--- src/drcs_div_pipe.sv ---
// Pipelined restoring divider, one quotient bit per register stage.
// The caller guarantees the quotient fits in QuoW bits. No dependencies.
module drcs_div_pipe #(
  parameter int NumW = 49,
  parameter int DenW = 33,
  parameter int QuoW = 17
) (
  input  logic            clk_i,
  input  logic            en_i,
  input  logic [NumW-1:0] num_i,
  input  logic [DenW-1:0] den_i,
  output logic [QuoW-1:0] quo_o
);

  logic [DenW-1:0] rem_q [QuoW];
  logic [QuoW-1:0] low_q [QuoW];
  logic [DenW-1:0] den_q [QuoW];
  logic [QuoW-1:0] quo_q [QuoW];

  for (genvar k = 0; k < QuoW; k++) begin : g_step
    logic [DenW-1:0] rem_in;
    logic [QuoW-1:0] low_in;
    logic [DenW-1:0] den_in;
    logic [QuoW-1:0] quo_in;
    logic [DenW:0]   trial;
    logic [DenW:0]   diff;
    logic            ge;

    if (k == 0) begin : g_first
      // The high part is below the divisor because the quotient fits.
      assign rem_in = DenW'(num_i >> QuoW);
      assign low_in = num_i[QuoW-1:0];
      assign den_in = den_i;
      assign quo_in = '0;
    end else begin : g_next
      assign rem_in = rem_q[k-1];
      assign low_in = low_q[k-1];
      assign den_in = den_q[k-1];
      assign quo_in = quo_q[k-1];
    end

    always_comb begin
      trial = {rem_in, low_in[QuoW-1]};
      diff  = trial - {1'b0, den_in};
      ge    = (trial >= {1'b0, den_in});
    end

    always_ff @(posedge clk_i) begin
      if (en_i) begin
        rem_q[k] <= ge ? diff[DenW-1:0] : trial[DenW-1:0];
        low_q[k] <= low_in << 1;
        den_q[k] <= den_in;
        quo_q[k] <= {quo_in[QuoW-2:0], ge};
      end
    end
  end

  assign quo_o = quo_q[QuoW-1];

endmodule

--- config.mk ---
export PLATFORM = sky130hd
export DESIGN_NAME = drcs_div_pipe
export DESIGN_NICKNAME = d
export VERILOG_FILES = /design/src/drcs_div_pipe.sv
export SDC_FILE = /design/constraint.sdc
export NUM_CORES = 2
export LEC_CHECK = 0
export ABC_AREA = 1
export ABC_CLOCK_PERIOD_IN_PS = 2050
export BUFFER_PORTS_ARGS = -buffer_cell sky130_fd_sc_hd__buf_4
export CAP_MARGIN = 10
export CORE_ASPECT_RATIO = 2
export CORE_UTILIZATION = 40
export DETAILED_ROUTE_END_ITERATION = 8
export GPL_ROUTABILITY_DRIVEN = 0
export RECOVER_POWER = 100
export SYNTH_ARGS = -nofsm -noshare
export SYNTH_HDL_FRONTEND = slang
export SYNTH_SLANG_ARGS = --single-unit
--- constraint.sdc ---
create_clock -name clk_i -period 2.05 [get_ports clk_i]
set_input_delay 0.41 -clock clk_i [delete_from_list [all_inputs] [get_ports clk_i]]
set_output_delay 0.41 -clock clk_i [all_outputs]
set_load 0.01 [all_outputs]
==> qor.yml, run 1 <==
grtUsageTotal: 0.530
grt_pass1_vias: 118000
clock_sinks: 1345
cts_root_buf: "clkbuf_16"
synth-edff-count: 1345
yosysWarnings: 0
die_h_um: 680
yosysTopAreaCell: "edfxtp_1"
htreeDepth: 4
synth_seq_cells: 1345
async_reset_ff_frac: 0
die_w_um: 341
dp_hpwl_um: 329000
io_buffers: 100
status: "stopped before the end"
firstError: "[ERROR GRT-0116] Global routing finished with congestion. Check the congestion regions in the DRC Viewer."
start_util: 0.403
grt_pass1_wl_um: 928000
numCtsBuffers: 146
yosysTopAreaCellShare: 0.439
netlist_instances: 12300
syn-cell-area_mm2: 0.0920
cts.path.max_buffers: 4
grt-ovfl-total: 2381
synth.distinct_cells: 43
grt_max_degree: 90
num_io_pins: 101
rows: 248
synthTopCellsByArea: "edfxtp_1, nand2_1, inv_1"
haltStage: "global routing (5_1_grt)"
yosysSeqAreaShare: 0.439
synth_fp_nets: 12900
synth_ff_type: "edfxtp_1"
postSynthAreaPerCell_um2: 7.50
-- cell usage after synthesis (3+ instances only) --
cell / instances
nor2_1: 660
xnor2_1: 16
buf_6: 44
nand3b_1: 162
buf_2: 93
nand2_4: 11
nor2_4: 10
fa_1: 16
nand2_2: 24
o21ai_0: 30
nand3_2: 79
buf_12: 3
xor2_1: 211
or2_2: 30
a21o_1: 11
ha_1: 561
nand4_1: 12
a21oi_1: 339
nor3_2: 8
o21bai_1: 13
nand2_1: 4813
nor2_2: 30
and2_1: 66
inv_1: 2579
nand2_8: 7
a211oi_1: 3
nand3_1: 932
nor4_1: 3
nor3_1: 139
o21ai_1: 7
edfxtp_1: 1345
-- kinds of logic after synthesis --
kind of cell    count (synthesis)  synth area share
compound gates                409            0.0232
fa+ha+maj                     577            0.0797
simple gates                 6988             0.320
buf+inv                      2726             0.117
flops                        1345             0.439
xor+xnor                      227            0.0216
-- metrics by stage --
step                setup WS, ps  cell area, um^2  instances  setup TNS (ps)  utilization
global placement            -735           119000      18200         -303250        0.522
CTS                         -438           134000      18800         -174090        0.585
floorplan                  0.667            92000      12300               0            -
detailed placement          -775           119000      18200         -310410        0.522
-- what timing repair did --
action	in CTS
endpoints found under the hold margin	86
pin swaps	263
setup buffers	229
setup endpoints to repair	511
gates cloned	35
hold buffers	78
resized for setup	1462
-- layer usage --
layer / GRT overflow / GRT usage
met5: 2 / 0.186
met4: 565 / 0.569
met3: 30 / 0.392
met2: 1765 / 0.721
met1: 19 / 0.471
==> inputs of run 2 (changes only) <==
--- a/config.mk
+++ b/config.mk
@@ -6,13 +6,13 @@
 export NUM_CORES = 2
 export LEC_CHECK = 0
 export ABC_AREA = 1
-export ABC_CLOCK_PERIOD_IN_PS = 2050
+export ABC_CLOCK_PERIOD_IN_PS = 2670
 export BUFFER_PORTS_ARGS = -buffer_cell sky130_fd_sc_hd__buf_4
 export CAP_MARGIN = 10
-export CORE_ASPECT_RATIO = 2
-export CORE_UTILIZATION = 40
+export CORE_UTILIZATION = 25
 export DETAILED_ROUTE_END_ITERATION = 8
 export GPL_ROUTABILITY_DRIVEN = 0
+export PLACE_DENSITY_LB_ADDON = 0.15
 export RECOVER_POWER = 100
 export SYNTH_ARGS = -nofsm -noshare
 export SYNTH_HDL_FRONTEND = slang
==> constraint.sdc (replaced) <==
create_clock -name clk_i -period 2.67 [get_ports clk_i]
set_input_delay 0.534 -clock clk_i [delete_from_list [all_inputs] [get_ports clk_i]]
set_output_delay 0.534 -clock clk_i [all_outputs]
set_load 0.01 [all_outputs]
==> qor.yml, run 2 <==
rsz0062_at_grt: "yes"
start_kind: "flip-flop"
post-route-period-util: 0.967
grt-ovfl-total: 0
hold_path.class: "in2reg"
p_sw_frac: 0.453
slew_viol_final: 40
clock_latency_ps: 880
r2r_start: "den_q[0][450]$_DFFE_PP_"
cp_slowest_cell: "edfxtp_1"
final.setup.worst_slack_ps: 87.3
fmax_mhz: 387
synth_ff_type: "edfxtp_1"
clkPwrFrac: 0.195
drt-wirelength-per-cell_um: 18.0
finalNonFillerCells: 18300
cap_violations: 1
drc: 0
yosysSeqAreaShare: 0.439  # unchanged
grtUsageTotal: 0.174
die_w_um: 609  # +78%
dp_worst_setup_slack_ps: -373  # +402 ps
cp.required_ps: 3290
final_common_cell: "nand2_1"
hold_viol_final: 0
hold_path_startpoint: "num_i[46]"
cp_top_family: "simple AND/OR/NAND/NOR gates"
io_buffers: 100  # unchanged
grt_max_degree: 62
netlist_instances: 12300  # unchanged
violations: "capacitance limit, slew limit"
cts.clk_slew.worst_paths_ps: 60
clock_sinks: 1345  # unchanged
fin_tns_setup_ps: 0
period_needed_ps: 2580
num_io_pins: 101  # unchanged
whs_ps: 87.3
nets: 14000
cp_max_fo: 15
antenna_left: 0
critPathMostFrequentCell: "nand2_1"
yosysTopAreaCell: "edfxtp_1"
rows: 222  # -10%
drive_gt1_frac: 0.104
dp.cells: 17800  # -1.9%
max_stage_delay_ps: 470
critPathArrivalTime_ps: 3200
cts.path.max_buffers: 4  # unchanged
dp_hpwl_um: 271000  # -18%
cts_tree: "built"
synth-edff-count: 1345  # unchanged
critPathKind: "reg2reg"
die-area_mm2: 0.371
syn-cell-area_mm2: 0.0920  # unchanged
synth_fp_nets: 12900  # unchanged
ir_worst_vdd_uv: 509
drt_iter0_drc: 4556
area_delta_synth_final_pct: 21.5
p_total_w: 0.127
final_cell_mix: "nand2_1, inv_1, edfxtp_1"
numCtsBuffers: 183  # +25%
cts_root_buf: "clkbuf_16"
postSynthAreaPerCell_um2: 7.50  # unchanged
path_buf_inv: 3
powerDensity_mw_per_mm2: 1130
synth_common_cells: "nand2_1, inv_1, edfxtp_1"
skew_ps: 34.2
top_regs: "den_q x528, rem_q x528, quo_q x153"
wl_um: 329000
total_switching_power_w: 0.0573
p_seq_frac: 0.277
core_area_mm2: 0.366
worstPathCellList: "inv_1 > ha_1 > nand2_1 > inv_1 > nand2_1 > nand2_1 > nand2_1 > a21oi_1 > nor2_4 > nand2_4 > buf_12 > nand3_1 > nand2_2"
htreeDepth: 4  # unchanged
start_util: 0.251  # -0.152
die_h_um: 609  # -11%
synthTopCellsByArea: "edfxtp_1, nand2_1, inv_1"
async_reset_ff_frac: 0  # unchanged
end_kind: "flip-flop"
status: "finished with violations"
worstMarginPinSlew_ps: 2330
p_int_w: 0.0693
setup_violations: 0
combPwrFrac: 0.529
synth.most_common_cell: "nand2_1"
via_per_inst: 4.28
relSlewSlack: -0.552
grt_pass1_vias: 78500
synth.distinct_cells: 43  # unchanged
leakage_nw: 57.1
synth_seq_cells: 1345  # unchanged
firstDrtPassIters: 6
grt_pass1_wl_um: 487000
startpoint: "den_q[0][450]$_DFFE_PP_"
yosysTopAreaCellShare: 0.439  # unchanged
antenna_found_initial: 5
vias: 78300
yosysWarnings: 0  # unchanged
[run 2: cell counts after synthesis]
Identical to the previous run, type by type.
[run 2: tightest hold or removal path, cell delays in order]
cell and delay [ps]:
buf_4 80, buf_4 90, nand3_1 70, nand2_1 70
[run 2: power by group through the flow]
| stage | combinational (W) | clock, W | sequential [W] |
|---|---|---|---|
| detailed placement | 0.0657 | 0 | 0.0355 |
| CTS | 0.0663 | 0.0257 | 0.0351 |
| finish | 0.0669 | 0.0246 | 0.0350 |
| global route | 0.0750 | 0.0263 | 0.0355 |
| global placement | 0.0659 | 0 | 0.0356 |
| floorplan | 0.0415 | 0 | 0.0328 |
[run 2: area by class of cell]
| class | count | area [um^2] |
|---|---|---|
| Fill cell | 39900 | 254000 |
| Multi-Input combinational cell | 8205 | 41500 |
| Sequential cell | 1345 | 40400 |
| Inverter | 2582 | 9710 |
| Timing Repair Buffer | 1019 | 8250 |
| Tap cell | 4816 | 6030 |
| Clock buffer | 212 | 4770 |
| Clock inverter | 116 | 1110 |
| Antenna cell | 13 | 32.5 |
| Timing Repair inverter | 2 | 20.0 |
[run 2: per-layer routing]
layer  GRT usage  routed length, um
met5           0                  0
met4      0.0726              15800
met3      0.0172              11600
met2       0.319             164000
met1       0.205             138000
[run 2: worst paths after layout]
check                            endpoint  slack, ps  depth (start not counted)
setup reg to reg  rem_q[0][481]$_DFFE_PP_         90                         13
hold reg to reg    low_q[0][30]$_DFFE_PP_        410                          0
setup / recovery  rem_q[0][481]$_DFFE_PP_         90                         13
hold / removal     rem_q[0][30]$_DFFE_PP_         90                          4
[run 2: what timing repair did]
item,4_1_cts,5_1_grt
setup buffers,12,39
hold buffers,79,0
gates cloned,0,6
setup endpoints to repair,111,371
hold endpoints to repair,79,0
pin swaps,4,13
gates resized for setup,25,155
[run 2: kinds of logic after synthesis]
logic type,after synthesis,share of synthesized area
AOI/OAI and AO/OA,409,0.0232
buffers and inverters,2726,0.117
DFF,1345,0.439
adders and majority gates,577,0.0797
xor gates and xnor gates,227,0.0216
and+or+nand+nor,6988,0.320
[run 2: metrics by stage]
stage           util  area, um^2
6_report       0.305      112000
5_1_grt        0.305      112000
4_1_cts        0.305      112000
3_5_place_dp   0.287      105000
3_3_place_gp   0.287      105000
2_1_floorplan      -       92000
Note: power is estimated with default switching activity, not from simulation.
